## config.mk

```make
export PLATFORM = sky130hd
export DESIGN_NAME = asp_div
export DESIGN_NICKNAME = d
export VERILOG_FILES = /design/src/sv/asp_pkg.sv /design/src/sv/asp_div.sv
export SDC_FILE = /design/constraint.sdc
export NUM_CORES = 2
export LEC_CHECK = 0
export ABC_AREA = 1
export BUFFER_PORTS_ARGS = -buffer_cell sky130_fd_sc_hd__buf_2
export CAP_MARGIN = 40
export CORE_MARGIN = 2
export CORE_UTILIZATION = 60
export DETAILED_ROUTE_END_ITERATION = 7
export PLACE_DENSITY = 0.79
export SYNTH_ARGS = -nofsm -noshare
export SYNTH_HDL_FRONTEND = slang
export SYNTH_SLANG_ARGS = --single-unit
```

## constraint.sdc

```tcl
create_clock -name clk -period 14.74 [get_ports clk]
set_input_delay 1.474 -clock clk [delete_from_list [all_inputs] [get_ports clk]]
set_output_delay 1.474 -clock clk [all_outputs]
set_load 0.02 [all_outputs]
```

## src/sv/asp_pkg.sv

```systemverilog
// ----------------------------------------------------------------------------
// asp_pkg
// Shared types, widths and constants for the Archimedean spiral point core.
// ----------------------------------------------------------------------------
package asp_pkg;

  localparam int IDX_W    = 10;   // point index
  localparam int TURN_W   = 7;    // turn count register
  localparam int PCNT_W   = 11;   // point count register
  localparam int PHASE_W  = TURN_W + IDX_W;      // turn_count * index
  localparam int FRAC_W   = 32;                  // fraction of a turn, Q32
  localparam int RATIO_W  = PHASE_W + FRAC_W;    // angle in turns, integer + Q32
  localparam int TRIG_W   = 33;                  // CORDIC datapath, signed Q30
  localparam int RAD_W    = 38;                  // radius, Q16
  localparam int COORD_W  = 19;                  // output coordinate, Q8
  localparam int TABLE_LEN = 24;                 // arctangent table length

  localparam int RK_LO_W  = 52;                  // ratio[31:0] * 3pi
  localparam int RK_HI_W  = 37;                  // ratio[48:32] * 3pi
  localparam int ZP_W     = 61;                  // residual * pi/2

  localparam logic [19:0] THREE_PI_Q16 = 20'd617662;
  localparam logic [30:0] HALF_PI_Q30  = 31'd1686629713;
  localparam logic [16:0] RAD_BASE     = 17'd98304;
  localparam logic signed [TRIG_W-1:0] CORDIC_X0 = 33'sd652032874;

  localparam logic signed [33:0] COORD_MAX = 34'sd262143;
  localparam logic signed [33:0] COORD_MIN = -34'sd262144;

  // configuration register indexes
  typedef enum logic [0:0] {
    REG_TURN_COUNT  = 1'b0,
    REG_POINT_COUNT = 1'b1
  } cfg_reg_t;

  // item handed from the front end to the back end
  typedef struct packed {
    logic               ok;      // index in range
    logic [PHASE_W-1:0] phase;   // turn_count * index
  } asp_item_t;

  // queue fill status
  typedef struct packed {
    logic full;
    logic empty;
  } asp_q_stat_t;

  // arctangent of 2^-i in Q30
  function automatic logic signed [TRIG_W-1:0] atan_q30(input int unsigned i);
    logic signed [TRIG_W-1:0] v;
    case (i)
      0:  v = 33'sd843314857;
      1:  v = 33'sd497837829;
      2:  v = 33'sd263043837;
      3:  v = 33'sd133525159;
      4:  v = 33'sd67021687;
      5:  v = 33'sd33543516;
      6:  v = 33'sd16775851;
      7:  v = 33'sd8388437;
      8:  v = 33'sd4194283;
      9:  v = 33'sd2097149;
      10: v = 33'sd1048576;
      11: v = 33'sd524288;
      12: v = 33'sd262144;
      13: v = 33'sd131072;
      14: v = 33'sd65536;
      15: v = 33'sd32768;
      16: v = 33'sd16384;
      17: v = 33'sd8192;
      18: v = 33'sd4096;
      19: v = 33'sd2048;
      20: v = 33'sd1024;
      21: v = 33'sd512;
      22: v = 33'sd256;
      23: v = 33'sd128;
      default: v = '0;
    endcase
    return v;
  endfunction

endpackage

```

## src/sv/asp_div.sv

```systemverilog
// ----------------------------------------------------------------------------
// asp_div
// Pipelined restoring divider: (phase * 2^32) / point_count, one quotient
// bit per stage.
// ----------------------------------------------------------------------------
module asp_div (
  input  logic                         clk,
  input  logic                         rst_n,
  input  logic                         in_vld,
  input  asp_pkg::asp_item_t           in_item,
  input  logic [asp_pkg::PCNT_W-1:0]   divisor,
  output logic                         out_vld,
  output logic                         out_ok,
  output logic [asp_pkg::RATIO_W-1:0]  out_ratio
);
  import asp_pkg::*;

  localparam int NST = RATIO_W;

  // per stage: numerator bits shift out at the top, quotient bits in at the bottom
  logic               vld_r [NST];
  logic               ok_r  [NST];
  logic [PCNT_W-1:0]  rem_r [NST];
  logic [RATIO_W-1:0] nq_r  [NST];

  for (genvar k = 0; k < NST; k++) begin : g_stage
    logic               vld_in, ok_in;
    logic [PCNT_W-1:0]  rem_in, rem_nxt;
    logic [RATIO_W-1:0] nq_in, nq_nxt;
    logic [PCNT_W:0]    trial;
    logic               ge;

    if (k == 0) begin : g_first
      assign vld_in = in_vld;
      assign ok_in  = in_item.ok;
      assign rem_in = '0;
      assign nq_in  = {in_item.phase, FRAC_W'(0)};
    end else begin : g_next
      assign vld_in = vld_r[k-1];
      assign ok_in  = ok_r[k-1];
      assign rem_in = rem_r[k-1];
      assign nq_in  = nq_r[k-1];
    end

    // trial subtract
    always_comb begin
      trial   = {rem_in, nq_in[RATIO_W-1]};
      ge      = (trial >= {1'b0, divisor});
      rem_nxt = ge ? PCNT_W'(trial - {1'b0, divisor}) : PCNT_W'(trial);
      nq_nxt  = {nq_in[RATIO_W-2:0], ge};
    end

    always_ff @(posedge clk) begin
      if (!rst_n) begin
        vld_r[k] <= 1'b0;
      end else begin
        vld_r[k] <= vld_in;
      end
    end

    always_ff @(posedge clk) begin
      ok_r[k]  <= ok_in;
      rem_r[k] <= rem_nxt;
      nq_r[k]  <= nq_nxt;
    end
  end

  assign out_vld   = vld_r[NST-1];
  assign out_ok    = ok_r[NST-1];
  assign out_ratio = nq_r[NST-1];

endmodule

```

==> reports/qor.txt <==
cell family with most CP delay -> buffers and inverters
row count -> 132
Gate Count Post-Synth -> 9399
Crit-path slowest cell -> a21oi_1
final core utilization -> 67.3%
Die Wd -> 366 um
largest net degree at the start of global routing -> 76
Final Cycle Share -> 29.1%
min cycle time layout -> 4.29 ns
EDFF count, synth -> 0
# fillers -> 10400
Tot Pwr -> 20900 uW
Yosys warning total -> 0
critical path cell sequence -> buf_2 > inv_2 > buf_4 > ha_1 > nand2_1 > nand2_1 > a21oi_1 > nand4_1 > nand2_1 > nand2_1
final setup TNS -> 0 ns
# hold bufs at CTS -> 0
All-Layer GR Usage -> 24.6%
Hold WC Path Type -> reg2reg
Synth cell types -> 40
Die Ht -> 366 um
final max-slew violation count -> 0
n_diodes -> 0
R2R depth -> 7
clk_skew -> 0.0353 ns
leakage -> 0.0441 uW
Core Region -> 0.130 sq mm
CTS max path bufs -> 3
Post-Syn Area per Cell -> 8.34 sq um
initial antenna violation count -> 0
Skew-Pair Late Insertion Delay -> 0.81 ns
commonest non-fill, non-tap cell in the layout -> nand2_1
worst vdd ir -> 0.131 mV
crit-path most repeated cell -> nand2_1
pwr dens -> 239 mW/mm^2
Least-Margin Pin Slew -> 0.948 ns
Initial Util -> 60.5%
IO Count -> 83
Gates resized, CTS repair -> 0
register area share after synthesis -> 50.7%
Detailed Place HPWL -> 112 mm
die area -> 0.134 sq mm
max frequency -> 233 MHz
CTS tree -> done
Worst Setup End Kind -> flop
gr ovfl total -> 0
drt first pass iters -> 8
# setup viols final -> 0
startpoint types -> primary input
Final Hold Fails -> 0
vias per inst -> 5.12
largest stage delay on the critical path -> 0.73 ns
WHS Path Cells -> 0
Routed WL per cell -> 14.2 um
initial DRC count -> 3965
CTS clk-pin slew, worst paths -> 0.06 ns
H-tree levels -> 4
Slew Limit Headroom -> 36.8%
nets -> 10200
RSZ-0062 raised after global routing -> no
vias in the first global route -> 56300
fin worst setup slack -> 10.45 ns
Root Driver -> clkbuf_16
Async SR Flop Fraction -> 0%
CP Max Fanout -> 28
critical path class -> in2reg
area delta synth->final -> 11.3%
syn_nets -> 10000
buffers added on ports -> 82
worst slack, placed -> 9.66 ns
required time of the critical path -> 15.44 ns
Seq cells post-synth -> 1987
commonest cells after routing, fill and taps aside -> nand2_1, dfxtp_1, inv_1, nand3_1, ha_1
Post-Syn Area -> 0.0784 sq mm
first-pass GRT wire length -> 271 mm
via count -> 58800
CTS buffer count -> 190
outcome -> finished, violations left
failing checks -> DRC
Routed WL -> 163 mm
Worst Path Buf+Inv -> 3
Worst path depth -> 10
Post-CTS Setup Bufs -> 0
ratio of cells with drive above 1 in the final layout -> 8.21%
DRC -> 3
Sink Count -> 1987
Worst EP arrival -> 4.99 ns
Final ANT Viol Nets -> 0
Max-Cap Viols -> 0
top_reg_cell synth -> dfxtp_1
Placer Congestion -> 0.917
[area by class of cell]
cell class              count  area (sq um)  share of cell area [%]
clock inverters           100          1430                    1.64
repair buffers            118           773                   0.886
clock buffers             252          5330                    6.10
multi-input cells        6122         33500                    38.4
inverters                1150          4320                    4.95
flip-flops and latches   1987         39800                    45.6
well taps                1742          2180                    2.50
[state kept, by name, summed over array words and instances, names as in the netlist]
name and flops:
vld_r 49, ok_r 49, rem_r 528, nq_r 1361
[cells in the mapped netlist, types with 92 or more instances]
cell type	count	share of area, %
a21oi_1	212	1.4
nand2_1	3029	14
buf_2	92	0.59
ha_1	529	8.4
nor2_1	389	1.9
nor2_2	106	0.85
nand3_1	959	6.1
nand4_1	240	1.9
nand3_2	107	1.4
inv_1	1106	5.3
dfxtp_1	1987	51
xor2_1	125	1.4
nand3b_1	126	1.2
[layer usage]
layer,GRT usage (%),wire (um)
met1,31.7,73400
met2,42.0,76300
met3,3.41,8260
met4,8.85,5020
met5,0,0
[path summary, 6_finish.rpt]
path	start	endpoint	slack (ns)
setup / recovery	divisor[9]	rem_r[1][118]	10.45
hold / removal	nq_r[30][10]	nq_r[31][11]	0.30
setup reg to reg	rem_r[1][107]	rem_r[1][118]	12.09
hold reg to reg	nq_r[30][10]	nq_r[31][11]	0.30
[where the power goes]
group / leakage, uW / internal [uW] / switching, uW
sequential: 0.0166 / 7420 / 821
combinational: 0.0243 / 2720 / 4830
clock: 0.00330 / 2970 / 2100
total: 0.0441 / 13100 / 7750
[worst register-to-register path, delay by kind of cell (launching register included)]
family	cells	cell delay (ns)
and+or+nand+nor	5	1.13
DFF	1	0.39
AOI/OAI and AO/OA	1	0.73
adders and majority gates	1	0.29
[per-stage QoR]
stage / hold WS, ns / cells / area, sq um
floorplan: 0.310 / 9399 / 78400
global placement: 0.310 / 11100 / 80400
detailed placement: 0.312 / 11100 / 80500
CTS: 0.301 / 11500 / 87300
global route: 0.311 / 11500 / 87300
finish: 0.299 / 11500 / 87300
[kinds of logic (layout without fill, tap and decap cells)]
| family | after synthesis | in the layout | synth area share (%) |
|---|---|---|---|
| and+or+nand+nor | 5092 | 5092 | 29.4 |
| DFF | 1987 | 1987 | 50.7 |
| buffers and inverters | 1290 | 1620 | 6.56 |
| adders and majority gates | 576 | 576 | 9.64 |
| AOI/OAI and AO/OA | 313 | 313 | 2.09 |
| xor gates and xnor gates | 141 | 141 | 1.57 |
Note: power is estimated with default switching activity, not from simulation.
