File: src/sv/asp_pkg.sv
// ----------------------------------------------------------------------------
// asp_pkg
// Shared types, widths and constants for the Archimedean spiral point core.
// ----------------------------------------------------------------------------
package asp_pkg;

  localparam int IDX_W    = 10;   // point index
  localparam int TURN_W   = 7;    // turn count register
  localparam int PCNT_W   = 11;   // point count register
  localparam int PHASE_W  = TURN_W + IDX_W;      // turn_count * index
  localparam int FRAC_W   = 32;                  // fraction of a turn, Q32
  localparam int RATIO_W  = PHASE_W + FRAC_W;    // angle in turns, integer + Q32
  localparam int TRIG_W   = 33;                  // CORDIC datapath, signed Q30
  localparam int RAD_W    = 38;                  // radius, Q16
  localparam int COORD_W  = 19;                  // output coordinate, Q8
  localparam int TABLE_LEN = 24;                 // arctangent table length

  localparam int RK_LO_W  = 52;                  // ratio[31:0] * 3pi
  localparam int RK_HI_W  = 37;                  // ratio[48:32] * 3pi
  localparam int ZP_W     = 61;                  // residual * pi/2

  localparam logic [19:0] THREE_PI_Q16 = 20'd617662;
  localparam logic [30:0] HALF_PI_Q30  = 31'd1686629713;
  localparam logic [16:0] RAD_BASE     = 17'd98304;
  localparam logic signed [TRIG_W-1:0] CORDIC_X0 = 33'sd652032874;

  localparam logic signed [33:0] COORD_MAX = 34'sd262143;
  localparam logic signed [33:0] COORD_MIN = -34'sd262144;

  // configuration register indexes
  typedef enum logic [0:0] {
    REG_TURN_COUNT  = 1'b0,
    REG_POINT_COUNT = 1'b1
  } cfg_reg_t;

  // item handed from the front end to the back end
  typedef struct packed {
    logic               ok;      // index in range
    logic [PHASE_W-1:0] phase;   // turn_count * index
  } asp_item_t;

  // queue fill status
  typedef struct packed {
    logic full;
    logic empty;
  } asp_q_stat_t;

  // arctangent of 2^-i in Q30
  function automatic logic signed [TRIG_W-1:0] atan_q30(input int unsigned i);
    logic signed [TRIG_W-1:0] v;
    case (i)
      0:  v = 33'sd843314857;
      1:  v = 33'sd497837829;
      2:  v = 33'sd263043837;
      3:  v = 33'sd133525159;
      4:  v = 33'sd67021687;
      5:  v = 33'sd33543516;
      6:  v = 33'sd16775851;
      7:  v = 33'sd8388437;
      8:  v = 33'sd4194283;
      9:  v = 33'sd2097149;
      10: v = 33'sd1048576;
      11: v = 33'sd524288;
      12: v = 33'sd262144;
      13: v = 33'sd131072;
      14: v = 33'sd65536;
      15: v = 33'sd32768;
      16: v = 33'sd16384;
      17: v = 33'sd8192;
      18: v = 33'sd4096;
      19: v = 33'sd2048;
      20: v = 33'sd1024;
      21: v = 33'sd512;
      22: v = 33'sd256;
      23: v = 33'sd128;
      default: v = '0;
    endcase
    return v;
  endfunction

endpackage

File: src/sv/asp_front.sv
// ----------------------------------------------------------------------------
// asp_front
// Accepts a point index, checks its range and forms the integer phase.
// ----------------------------------------------------------------------------
module asp_front #(
  parameter int MAX_POINTS = 1024
) (
  input  logic                        clk,
  input  logic                        rst_n,
  input  logic                        accept,
  input  logic [asp_pkg::IDX_W-1:0]   point_index,
  input  logic [asp_pkg::TURN_W-1:0]  turn_count,
  input  logic [asp_pkg::PCNT_W-1:0]  point_count,
  output logic                        item_vld,
  output asp_pkg::asp_item_t          item
);
  import asp_pkg::*;

  logic      vld_r, vld_nxt;
  asp_item_t item_r, item_nxt;

  // classify and form phase
  always_comb begin
    vld_nxt        = accept;
    item_nxt.ok    = ({1'b0, point_index} < point_count) &&
                     (32'(point_index) < 32'(MAX_POINTS));
    item_nxt.phase = PHASE_W'(turn_count) * PHASE_W'(point_index);
  end

  always_ff @(posedge clk) begin
    if (!rst_n) begin
      vld_r <= 1'b0;
    end else begin
      vld_r <= vld_nxt;
    end
  end

  always_ff @(posedge clk) begin
    if (accept) begin
      item_r <= item_nxt;
    end
  end

  assign item_vld = vld_r;
  assign item     = item_r;

endmodule

File: config.mk
export PLATFORM = sky130hd
export DESIGN_NAME = asp_front
export DESIGN_NICKNAME = d
export VERILOG_FILES = /design/src/sv/asp_pkg.sv /design/src/sv/asp_front.sv
export SDC_FILE = /design/constraint.sdc
export NUM_CORES = 1
export LEC_CHECK = 0
export BUFFER_PORTS_ARGS = -buffer_cell sky130_fd_sc_hd__buf_2
export CAP_MARGIN = 20
export CORE_MARGIN = 2
export CORE_UTILIZATION = 30
export DETAILED_ROUTE_END_ITERATION = 8
export PLACE_DENSITY = 0.53
export SLEW_MARGIN = 20
export SYNTH_ARGS = -nofsm -noshare
export SYNTH_HDL_FRONTEND = slang
export SYNTH_SLANG_ARGS = --single-unit
File: constraint.sdc
create_clock -name clk -period 6.3 [get_ports clk]
set_input_delay 1.26 -clock clk [delete_from_list [all_inputs] [get_ports clk]]
set_output_delay 1.26 -clock clk [all_outputs]
set_load 0.05 [all_outputs]
==> results.sh <==
export IMPL_outcome="finished clean"
export IMPL_critPathMaxStageDelay_ns=0.54
export IMPL_grt_pass1_vias=2366
export IMPL_portBuffers=49
export IMPL_grt_overflow_total=0
export IMPL_final_core_util_pct=35.7
export IMPL_startpoint_type="primary input"
export IMPL_ys_ff_latch=19
export IMPL_required_ns=6.30
export IMPL_internal_power_mw=0.563
export IMPL_cp_cell_sequence="buf_2, and2_1, fa_1, fa_1, fa_1, inv_1, fa_1, inv_1, ha_1, and3_4, and3_4, a2111oi_0, nor3_1, xor2_1"
export IMPL_synthTopCellsByArea="fa_1 25%, ha_1 18%, edfxtp_1 18%"
export IMPL_synth_ff_type="edfxtp_1"
export IMPL_drive_above_1_share_pct=15.4
export IMPL_drtIter0Drc=46
export IMPL_final_cell_mix="57 x and2_1, 51 x inv_1, 49 x buf_2"
export IMPL_fin_crit_ns=5.18
export IMPL_power_mw=1.14
export IMPL_hold_path_end="item_vld"
export IMPL_hold_start="rst_n"
export IMPL_finalWirelength_um=6400
export IMPL_whs_path_depth=2
export IMPL_grt_max_degree=20
export IMPL_cp_arrival_ns=5.18
export IMPL_syn_to_final_growth_pct=14.3
export IMPL_track_usage_pct=12.2
export IMPL_synth_edf_count=18
export IMPL_postCtsHoldBufs=0
export IMPL_multi_input_area_sq_mm=0.00231
export IMPL_cts_resized=0
export IMPL_start_util_pct=31.2
export IMPL_slew_headroom_pct=65.5
export IMPL_numCtsBuffers=3
export IMPL_core_sq_mm=0.00986
export IMPL_cp_max_fo=10
export IMPL_tightest_slew_ns=0.504
export IMPL_cts_sinks=19
export IMPL_ys_async_sr_fraction_pct=0
export IMPL_yosysTopAreaCellShare_pct=25.4
export IMPL_setup_tns_ns=0
export IMPL_p_seq_share_pct=19.7
export IMPL_clock_path_buffers=2
export IMPL_yosys_area_top_type="fa_1"
export IMPL_ys_types=37
export IMPL_n_antenna_cell=0
export IMPL_path_class="primary input to register"
export IMPL_drc=0
export IMPL_combinationalPowerShare_pct=72.9
export IMPL_final_antenna_net_count=0
export IMPL_slew_violations=0
export IMPL_die_x_um=105
export IMPL_rsz0062_at_grt="false"
export IMPL_ioPinCount=50
export IMPL_max_freq_mhz=193
export IMPL_syn_area_per_cell_sq_um=9.84
export IMPL_hold_path_class="primary input to register"
export IMPL_mostFrequentLayoutCell="and2_1"
export IMPL_wl_per_cell_um=12.9
export IMPL_viasPerCell=4.73
export IMPL_synth_warnings=0
export IMPL_pwr_share_clk_pct=7.4
export IMPL_synthCells=313
export IMPL_drv_cap=0
export IMPL_dr_total_vias=2352
export IMPL_grt_first_pass_wirelength_um=11200
export IMPL_p_sw_share_pct=50.5
export IMPL_cts_tree="built"
export IMPL_leakagePower_nw=1.79
export IMPL_p_sw_mw=0.573
export IMPL_cpMostUsedCell="fa_1"
export IMPL_die_h_um=105
export IMPL_fillers=1018
export IMPL_clk_pin_slew_ns=0.07
export IMPL_rows=36
export IMPL_ff_latch_area_sq_um=561
export IMPL_slowest_stage="fa_1"
export IMPL_fp_dieArea_sq_mm=0.0111
export IMPL_synth_area_sq_mm=0.00308
export IMPL_setup_viol_count_final=0
export IMPL_cts_htree_levels=1
export IMPL_p_per_area_mw_per_mm2=323
export IMPL_ir_drop_v=0.000135
export IMPL_drt_pass1_iterations=4
export IMPL_seq_area_frac_synth_pct=18.2
export IMPL_cp_end_kind="register"
export IMPL_cts_setup_buffers=0
export IMPL_place_hpwl_um=5370
export IMPL_root_buffer="clkbuf_8"
export IMPL_gp_congestion=0.815
export IMPL_synth_nets=427
export IMPL_antenna_found_initial=0
export IMPL_timing_final_crit_share_pct=82.3
export IMPL_finalNetCount=479
export IMPL_hold_viol=0
logic make-up (layout without fill, tap and decap cells):
logic type               Yosys count  count (layout)  synth area share, %
adder cells (fa/ha/maj)           83              83                 43.2
XOR/XNOR                          11              11                 3.13
flip-flops                        19              19                 18.2
AND/OR/NAND/NOR                  111             111                 20.8
buffers and inverters             53             104                 6.70
AO/OA/AOI/OAI                     36              36                 7.97
metal layers:
metal / share of wire (%) / track usage, %
met4: 0.25 / 0.857
met5: 0 / 0
met2: 50 / 20.7
met1: 47 / 17.1
met3: 3.3 / 1.98
layout make-up:
cell class / instances / area share, %
Tap cell: 133 / 4.73
Inverter: 51 / 5.44
Timing Repair Buffer: 49 / 6.97
Multi-Input combinational cell: 241 / 65.7
Clock buffer: 4 / 1.28
Sequential cell: 19 / 15.9
critical path: cells and delay by family:
family	cells	cell delay (ns)
adders and majority gates	5	2.43
AOI/OAI and AO/OA	1	0.38
and+or+nand+nor	4	0.69
xor gates and xnor gates	1	0.16
buffers and inverters	3	0.25
per-stage QoR:
| step | instance area, sq um | instances | setup slack, ns | hold WS, ns |
|---|---|---|---|---|
| final | 3520 | 497 | 1.12 | 1.21 |
| after floorplan | 3080 | 313 | 1.15 | 1.37 |
| after CTS | 3520 | 497 | 1.11 | 1.21 |
| after detailed placement | 3480 | 493 | 0.823 | 1.47 |
| after global placement | 3480 | 493 | 0.861 | 1.47 |
| after global routing | 3520 | 497 | 0.883 | 1.23 |
sequential cells by signal (all words and copies together), names as in the netlist:
signal and cells:
item_vld 1, item 18
synth_stat cells, types with 2 or more instances:
master,n
and2_1,57
inv_1,51
ha_1,44
o21ai_0,2
o211ai_1,4
edfxtp_1,18
nand2b_1,2
a2111oi_0,3
a21o_1,8
and3_1,2
xnor2_1,5
nand2_1,17
nor3_1,8
a21oi_1,12
nand4_1,3
and3_4,2
xor2_1,6
fa_1,39
nor2_1,7
nand3_1,6
power by group through the flow:
| stage | combinational, mW | clock [mW] | sequential [mW] |
|---|---|---|---|
| floorplan | 0.515 | 0 | 0.382 |
| global placement | 0.828 | 0 | 0.231 |
| detailed placement | 0.839 | 0 | 0.228 |
| CTS | 0.843 | 0.0899 | 0.226 |
| global route | 0.940 | 0.0943 | 0.229 |
| finish | 0.829 | 0.0837 | 0.224 |
worst max-delay path by stage:
stage                        from  endpoint  slack (ns)  depth (start not counted)
global route        turn_count[6]  item[13]        0.88                         14
CTS                 turn_count[6]  item[13]        1.11                         14
global placement    turn_count[6]  item[13]        0.86                         14
finish              turn_count[6]  item[13]        1.12                         14
detailed placement  turn_count[6]  item[15]        0.82                         14
floorplan           turn_count[6]  item[13]        1.15                         13
Power figures use the tool's default switching activity.
