--- src/sv/asp_pkg.sv ---
// ----------------------------------------------------------------------------
// asp_pkg
// Shared types, widths and constants for the Archimedean spiral point core.
// ----------------------------------------------------------------------------
package asp_pkg;

  localparam int IDX_W    = 10;   // point index
  localparam int TURN_W   = 7;    // turn count register
  localparam int PCNT_W   = 11;   // point count register
  localparam int PHASE_W  = TURN_W + IDX_W;      // turn_count * index
  localparam int FRAC_W   = 32;                  // fraction of a turn, Q32
  localparam int RATIO_W  = PHASE_W + FRAC_W;    // angle in turns, integer + Q32
  localparam int TRIG_W   = 33;                  // CORDIC datapath, signed Q30
  localparam int RAD_W    = 38;                  // radius, Q16
  localparam int COORD_W  = 19;                  // output coordinate, Q8
  localparam int TABLE_LEN = 24;                 // arctangent table length

  localparam int RK_LO_W  = 52;                  // ratio[31:0] * 3pi
  localparam int RK_HI_W  = 37;                  // ratio[48:32] * 3pi
  localparam int ZP_W     = 61;                  // residual * pi/2

  localparam logic [19:0] THREE_PI_Q16 = 20'd617662;
  localparam logic [30:0] HALF_PI_Q30  = 31'd1686629713;
  localparam logic [16:0] RAD_BASE     = 17'd98304;
  localparam logic signed [TRIG_W-1:0] CORDIC_X0 = 33'sd652032874;

  localparam logic signed [33:0] COORD_MAX = 34'sd262143;
  localparam logic signed [33:0] COORD_MIN = -34'sd262144;

  // configuration register indexes
  typedef enum logic [0:0] {
    REG_TURN_COUNT  = 1'b0,
    REG_POINT_COUNT = 1'b1
  } cfg_reg_t;

  // item handed from the front end to the back end
  typedef struct packed {
    logic               ok;      // index in range
    logic [PHASE_W-1:0] phase;   // turn_count * index
  } asp_item_t;

  // queue fill status
  typedef struct packed {
    logic full;
    logic empty;
  } asp_q_stat_t;

  // arctangent of 2^-i in Q30
  function automatic logic signed [TRIG_W-1:0] atan_q30(input int unsigned i);
    logic signed [TRIG_W-1:0] v;
    case (i)
      0:  v = 33'sd843314857;
      1:  v = 33'sd497837829;
      2:  v = 33'sd263043837;
      3:  v = 33'sd133525159;
      4:  v = 33'sd67021687;
      5:  v = 33'sd33543516;
      6:  v = 33'sd16775851;
      7:  v = 33'sd8388437;
      8:  v = 33'sd4194283;
      9:  v = 33'sd2097149;
      10: v = 33'sd1048576;
      11: v = 33'sd524288;
      12: v = 33'sd262144;
      13: v = 33'sd131072;
      14: v = 33'sd65536;
      15: v = 33'sd32768;
      16: v = 33'sd16384;
      17: v = 33'sd8192;
      18: v = 33'sd4096;
      19: v = 33'sd2048;
      20: v = 33'sd1024;
      21: v = 33'sd512;
      22: v = 33'sd256;
      23: v = 33'sd128;
      default: v = '0;
    endcase
    return v;
  endfunction

endpackage

--- src/sv/asp_queue.sv ---
// ----------------------------------------------------------------------------
// asp_queue
// Short register queue between the front end and the back end.
// ----------------------------------------------------------------------------
module asp_queue #(
  parameter int DEPTH = 2
) (
  input  logic                 clk,
  input  logic                 rst_n,
  input  logic                 push,
  input  asp_pkg::asp_item_t   push_item,
  input  logic                 pop,
  output asp_pkg::asp_item_t   pop_item,
  output asp_pkg::asp_q_stat_t stat
);
  import asp_pkg::*;

  localparam int PTR_W = (DEPTH > 1) ? $clog2(DEPTH) : 1;
  localparam int CNT_W = $clog2(DEPTH + 1);

  asp_item_t          mem_r [DEPTH];
  logic [PTR_W-1:0]   wr_ptr_r, wr_ptr_nxt;
  logic [PTR_W-1:0]   rd_ptr_r, rd_ptr_nxt;
  logic [CNT_W-1:0]   cnt_r, cnt_nxt;
  logic               do_push, do_pop;

  assign stat.full  = (cnt_r == CNT_W'(DEPTH));
  assign stat.empty = (cnt_r == '0);
  assign do_push    = push && !stat.full;
  assign do_pop     = pop && !stat.empty;

  // pointer and count update
  always_comb begin
    wr_ptr_nxt = wr_ptr_r;
    rd_ptr_nxt = rd_ptr_r;
    cnt_nxt    = cnt_r;
    if (do_push) begin
      wr_ptr_nxt = (wr_ptr_r == PTR_W'(DEPTH - 1)) ? '0 : wr_ptr_r + 1'b1;
    end
    if (do_pop) begin
      rd_ptr_nxt = (rd_ptr_r == PTR_W'(DEPTH - 1)) ? '0 : rd_ptr_r + 1'b1;
    end
    case ({do_push, do_pop})
      2'b10:   cnt_nxt = cnt_r + 1'b1;
      2'b01:   cnt_nxt = cnt_r - 1'b1;
      default: cnt_nxt = cnt_r;
    endcase
  end

  always_ff @(posedge clk) begin
    if (!rst_n) begin
      wr_ptr_r <= '0;
      rd_ptr_r <= '0;
      cnt_r    <= '0;
    end else begin
      wr_ptr_r <= wr_ptr_nxt;
      rd_ptr_r <= rd_ptr_nxt;
      cnt_r    <= cnt_nxt;
    end
  end

  always_ff @(posedge clk) begin
    if (do_push) begin
      mem_r[wr_ptr_r] <= push_item;
    end
  end

  assign pop_item = mem_r[rd_ptr_r];

  a_no_overflow: assert property (@(posedge clk) disable iff (!rst_n)
    !(push && stat.full)) else $error("queue push while full");
  a_no_underflow: assert property (@(posedge clk) disable iff (!rst_n)
    !(pop && stat.empty)) else $error("queue pop while empty");
  a_cnt_bound: assert property (@(posedge clk) disable iff (!rst_n)
    cnt_r <= CNT_W'(DEPTH)) else $error("queue count beyond depth");

endmodule

--- config.mk ---
export PLATFORM = sky130hd
export DESIGN_NAME = asp_queue
export DESIGN_NICKNAME = d
export VERILOG_FILES = /design/src/sv/asp_pkg.sv /design/src/sv/asp_queue.sv
export SDC_FILE = /design/constraint.sdc
export NUM_CORES = 1
export LEC_CHECK = 0
export BUFFER_PORTS_ARGS = -buffer_cell sky130_fd_sc_hd__buf_2
export CORE_ASPECT_RATIO = 1.5
export CORE_MARGIN = 2
export CORE_UTILIZATION = 50
export CTS_CLUSTER_DIAMETER = 120
export DETAILED_ROUTE_END_ITERATION = 8
export PLACE_DENSITY = 0.77
export SKIP_LAST_GASP = 1
export SYNTH_ARGS = -nofsm -noshare
export SYNTH_HDL_FRONTEND = slang
export SYNTH_SLANG_ARGS = --single-unit
export TNS_END_PERCENT = 50
--- constraint.sdc ---
create_clock -name clk -period 2.25 [get_ports clk]
set_input_delay 0.1125 -clock clk [delete_from_list [all_inputs] [get_ports clk]]
set_output_delay 0.1125 -clock clk [all_outputs]
set_load 0.1 [all_outputs]
==> results.py, run 1 <==
metrics = {
    "timing": {
        "clock_skew_ns": 0.00516,
        "hold_viol_final": 0,
        "worst_pin_slew_ns": 0.498,
        "timing.setup.tns_ns": 0,
        "drv_slew": 0,
        "grt_setup_unrepaired": "no",
        "fmax_ghz": 0.606,
        "period_share_pct": 73.4,
        "post-route-min-period_ns": 1.65,
        "setup_viol": 0,
        "relSlewSlack_pct": 67.0,
        "whs_ns": 0.0102,
    },
    "detailed_routing": {
        "ant_nets": 0,
        "via_per_inst": 4.88,
        "route.met3.wl_um": 180,
        "wl_met2_um": 1260,
        "first_pass_iters": 3,
        "top_layer": "met4",
        "wl_per_cell_um": 13.7,
        "wl_met1_um": 857,
        "drc_errors": 0,
        "vias": 834,
        "totalWireLength_um": 2340,
        "drt_iter0_markers": 7,
    },
    "global_route": {
        "grt_usage_pct": 15.8,
        "grt_overflow": 0,
        "grt_pass1_wl_um": 4040,
        "antenna_found_initial": 0,
        "grt_pass1_vias": 914,
        "grt_max_degree": 19,
    },
    "worst_hold_path": {
        "min_from": "push_item[17]",
        "min_to": "mem_r[0][17]",
        "whs_path_depth": 1,
        "hold_path.class": "primary input to flop",
    },
    "clock_network": {
        "clkSlewWorstSetupHoldPaths_ns": 0.07,
        "ctsResizeCount": 0,
        "cts_inserted_buffers": 5,
        "worstSkewPairLatency_ns": 0.28,
        "cts_buffer_depth": 2,
        "post_cts_buffers": 0,
        "ctsHoldBuffers": 0,
        "clock_sinks": 41,
        "cts_root_buf": "clkbuf_8",
        "cts_tree": "done",
        "htreeDepth": 2,
    },
    "floorplanning": {
        "die-width_um": 49.2,
        "die_area_um2": 3530,
        "num_rows": 24,
        "die_h_um": 71.8,
        "start_util_pct": 52.5,
        "ios": 42,
        "core-area_um2": 2910,
    },
    "setup_path": {
        "critPathArrivalTime_ns": 1.54,
        "reg2regPathDepth": 5,
        "endpoint_kind": "output port",
        "cp.required_ns": 2.14,
        "rrSetupSlack_ns": 0.63,
        "cp_max_fo": 18,
        "path_class": "flop to output port",
        "r2r_end": "mem_r[0][8]",
        "cp-start-kind": "flop",
        "r2r-start": "cnt_r[0]",
    },
    "placed_design": {
        "portBuffers": 41,
        "dpl.hpwl_um": 1680,
        "placed_area_um2": 1800,
        "dpl.cell_count": 163,
        "gp_congestion": 0.657,
    },
    "finish": {
        "syn2layout_area_growth_pct": 23.3,
        "nNetsFinal": 154,
        "layout-drive-gt1-share_pct": 53.0,
        "finish.instance_area_um2": 1890,
        "num_antenna_cells": 0,
        "stdcell_count": 171,
    },
    "yosys": {
        "synth.yosys.seq_area_share_pct": 77.2,
        "synth_area_um2": 1530,
        "avgSynthCellArea_um2": 18.7,
        "synthCells": 82,
        "ys_ff_latch": 41,
        "yosysUniqueCellTypes": 18,
        "yosysWarnings": 0,
        "synthesis.nets": 105,
    },
    "run": {
        "cap_viol_max_count": 0,
    },
    "run_status": {
        "outcome": "complete, no violations",
    },
}
[sequential cells by signal (all words and copies together) (netlist names), named ones only]
| signal | count |
|---|---|
| cnt_r | 2 |
| mem_r | 36 |
| rd_ptr_r | 1 |
| wr_ptr_r | 1 |
[critical path, stage by stage, from the launching register on]
cell     delay [ns]
dfxtp_1        0.32
buf_4          0.26
mux2_2         0.38
buf_2          0.29
[through the flow]
step	worst slack, ns	util [%]
floorplan	0.375	-
global placement	0.732	61.7
detailed placement	0.648	61.7
CTS	0.579	64.8
global route	0.522	64.8
finish	0.599	64.8
[kinds of logic (layout without fill, tap and decap cells)]
logic type,count (synthesis),count (layout),synth area share [%]
flip-flops,41,41,77.2
multiplexers,18,18,13.2
AND/OR/NAND/NOR,9,9,3.52
AO/OA/AOI/OAI,5,5,2.13
buffers and inverters,5,55,1.39
XOR/XNOR,3,3,1.72
adder cells (fa/ha/maj),1,1,0.818
[synthesized netlist by cell type]
cell type / n / share of area, %
o21ai_0: 2 / 0.65
and3_1: 1 / 0.41
or3_1: 2 / 0.82
mux2_2: 18 / 13
and2_1: 1 / 0.41
inv_1: 2 / 0.49
nand2b_2: 1 / 0.57
buf_2: 2 / 0.65
nand2_1: 1 / 0.25
o21a_1: 1 / 0.49
inv_2: 1 / 0.25
xnor2_1: 3 / 1.7
nor2_1: 1 / 0.25
edfxtp_1: 36 / 71
ha_1: 1 / 0.82
a21boi_1: 2 / 0.98
dfxtp_1: 5 / 6.5
nor2b_1: 2 / 0.82
[cell type report]
cell class | instances | area [um2]
inverters | 3 | 11.3
flip-flops and latches | 41 | 1180
multi-input cells | 36 | 328
fillers | 232 | 1030
clock buffers | 8 | 90.1
repair buffers | 44 | 228
well taps | 39 | 48.8
[layer usage]
metal / vias to the layer above / GRT usage (%)
met2: 29 / 27.6
met1: 395 / 15.6
met4: 0 / 7.62
li1: 405 / -
met5: - / 0
met3: 5 / 7.08
[worst max-delay path by stage]
stage                   from      endpoint  slack, ns  cells after the start
floorplan           cnt_r[0]   mem_r[0][0]       0.37                      4
global placement    cnt_r[0]   mem_r[0][2]       0.73                      5
detailed placement  cnt_r[0]  mem_r[0][10]       0.65                      5
CTS                     flop  pop_item[17]       0.58                      3
global route            flop   pop_item[7]       0.52                      3
finish                  flop  pop_item[17]       0.60                      3
[cell usage in the layout, fill, tap and decap left out]
| cell type | synthesis | routed |
|---|---|---|
| a21boi_1 | 2 | 2 |
| nor2b_1 | 2 | 2 |
| and2_1 | 1 | 1 |
| nor2_1 | 1 | 1 |
| mux2_2 | 18 | 18 |
| xnor2_1 | 3 | 3 |
| o21a_1 | 1 | 1 |
| or3_1 | 2 | 2 |
| nand2_1 | 1 | 1 |
| and3_1 | 1 | 1 |
| nand2b_2 | 1 | 1 |
| dfxtp_1 | 5 | 5 |
| edfxtp_1 | 36 | 36 |
| buf_4 | 0 | 3 |
| o21ai_0 | 2 | 2 |
| clkbuf_1 | 0 | 2 |
| buf_2 | 2 | 41 |
| inv_2 | 1 | 1 |
| clkbuf_8 | 0 | 6 |
| ha_1 | 1 | 1 |
| inv_1 | 2 | 2 |
Power of run 1 is not shown: default switching activity piles up to over one toggle a cycle in this logic, so the estimate is an artifact.
==> inputs of run 2 (changes only) <==
CORE_UTILIZATION = 45   (was 50)
PLACE_DENSITY = 0.73   (was 0.77)
clock period = 1.45 ns   (was 2.25 ns; I/O delays follow)
==> run 2 against run 1 <==
Compared with the run above:
- the run now ends with negative setup slack left
- clock skew barely moved
- core utilization rose by 13 points
- non-clock buffer count rose by 26
- cell count rose by 16%
- critical path depth rose by 2
- hold slack improved by 0.042 ns
- worst setup slack got worse by 0.60 ns
- global-route usage rose by 0.96 points
- critical endpoint is now mem_r[0][3]
==> results.py, run 2 (same netlist as run 1, synthesis figures left out) <==
metrics = {
    "power": {
        "power_leakage_nw": 0.957,
        "p_int_mw": 3.25,
        "p_per_area_nw_per_um2": 2320,
        "p_sw_share_pct": 43.7,
        "ir_worst_vdd_v": 0.00179,
        "clkPwrFrac_pct": 14.9,
        "sequentialPowerShare_pct": 27.7,
        "combPwrFrac_pct": 57.4,
        "power_switching_mw": 2.53,
    },
    "detailed_routing": {
        "drt_iter0_markers": 11,
        "wl_met2_um": 1660,
        "wl_met1_um": 1010,
        "via_per_inst": 4.80,
        "wl_per_cell_um": 14.5,
        "first_pass_iters": 4,
        "ant_nets": 0,
        "top_layer": "met4",
        "vias": 951,
        "route.met3.wl_um": 152,
        "drc_errors": 0,
        "totalWireLength_um": 2880,
    },
    "finish": {
        "stdcell_count": 198,
        "finish.instance_area_um2": 2490,
        "syn2layout_area_growth_pct": 63.0,
        "most-common-layout-cells": "edfxtp_1 (36), buf_2 (23), mux2_2 (18), dlygate4sd3_1 (18), buf_12 (18)",
        "num_antenna_cells": 0,
        "final_common_cell": "edfxtp_1",
        "largest_register_ffs": 36,
        "nNetsFinal": 180,
        "reg_top3": "mem_r: 36 flops, cnt_r: 2 flops",
        "layout-drive-gt1-share_pct": 54.4,
        "regMostFlops": "mem_r",
    },
    "clock_network": {
        "clkSlewWorstSetupHoldPaths_ns": 0.07,
        "cts_root_buf": "clkbuf_8",
        "cts_tree": "done",
        "cts_inserted_buffers": 5,
        "htreeDepth": 2,
        "cts_buffer_depth": 2,
        "worstSkewPairLatency_ns": 0.29,
        "clock_sinks": 41,
    },
    "setup_path": {
        "timing.critical_path.slowest_cell_delay_ns": 0.35,
        "cp_top_family": "simple AND/OR/NAND/NOR gates",
        "cp-start-kind": "flop",
        "crit_chain": "nand2b_4 -> inv_12 -> or3_4 -> clkinvlp_4 -> buf_6",
        "critPathArrivalTime_ns": 1.46,
        "endpoint_kind": "flop",
        "path_class": "flop to flop",
        "path_buf_inv": 3,
        "crit_slowest_cell": "dfxtp_4",
        "cp_max_fo": 7,
        "cp.required_ns": 1.45,
    },
    "global_route": {
        "antenna_found_initial": 0,
        "grt_max_degree": 14,
        "grt_pass1_wl_um": 4510,
        "grt_overflow": 0,
        "grt_pass1_vias": 1026,
        "grt_usage_pct": 16.7,
    },
    "timing": {
        "timing.setup.tns_ns": -0.00549,
        "whs_ns": 0.0526,
        "relSlewSlack_pct": 68.0,
        "worst_pin_slew_ns": 0.483,
        "drv_slew": 0,
        "layout_setup_ws_ns": -0.00209,
        "hold_viol_final": 0,
        "fmax_ghz": 0.689,
        "setup_viol": 3,
        "grt_setup_unrepaired": "yes",
        "clock_skew_ns": 0.00491,
        "period_share_pct": 100,
        "post-route-min-period_ns": 1.45,
    },
    "floorplanning": {
        "num_rows": 25,
        "ios": 42,
        "die_h_um": 75.4,
        "core-area_um2": 3190,
        "start_util_pct": 48.0,
        "die_area_um2": 3890,
        "die-width_um": 51.6,
    },
    "placed_design": {
        "dpl.cell_count": 171,
        "portBuffers": 41,
        "gp_congestion": 0.616,
        "placed_area_um2": 2150,
        "dpl.hpwl_um": 2120,
    },
    "worst_hold_path": {
        "hold_path.class": "primary input to flop",
    },
    "run_status": {
        "violations": "negative setup slack",
        "outcome": "complete, but fails checks",
    },
    "run": {
        "cap_viol_max_count": 0,
    },
}
## run 2: worst reg2reg max path: cells and delay by family (launching register included)
family        cells  cell delay, ns
simple gates      2            0.53
flops             1            0.35
buf+inv           3            0.30
## run 2: power by group through the flow
stage	sequential, mW	clock, mW	combinational (mW)
after floorplan	1.60	0	2.12
after global placement	1.61	0	3.16
after detailed placement	1.62	0	3.22
after CTS	1.60	0.887	3.30
after global routing	1.62	0.928	3.42
final	1.60	0.863	3.32
## run 2: repair_timing
action	4_1_cts	5_1_grt
buffers inserted	1	0
resized for setup	4	6
hold endpoints to repair	36	0
hold buffers	18	0
endpoints found under the setup margin	19	29
pin swaps	1	2
## run 2: path summary, 6_finish.rpt
path | endpoint | depth (start not counted) | startpoint | slack [ns]
max | mem_r[0][3] | 5 | cnt_r[0] | -0.002
min | cnt_r[0] | 2 | rst_n | 0.05
max reg2reg | mem_r[0][3] | 5 | cnt_r[0] | -0.002
min reg2reg | flop | 2 | rd_ptr_r | 0.55
## run 2: area by class of cell
type                       count  area (um2)
clock buffer                   5        68.8
tap                           40        50.0
inverter                       3        27.5
timing repair buffer          70         757
multi-input combinational     36         360
clock inverter                 3        41.3
fill                         185         697
sequential                    41        1190
## run 2: per-layer routing
layer  global-route usage (%)  vias to the layer above
li1                         -                      455
met1                     15.8                      460
met2                     31.5                       30
met3                     5.49                        6
met4                     8.77                        0
met5                        0                        -
## run 2: stage by stage
stage               setup WS [ns]  util, %  total power, mW
detailed placement        -0.0490     67.5             4.84
floorplan                 -0.0644        -             3.72
CTS                       -0.0350     77.2             5.79
global placement           0.0537     67.5             4.76
finish                   -0.00209     78.2             5.78
global route              -0.0507     78.2             5.97
(Power assumes the default switching activity.)
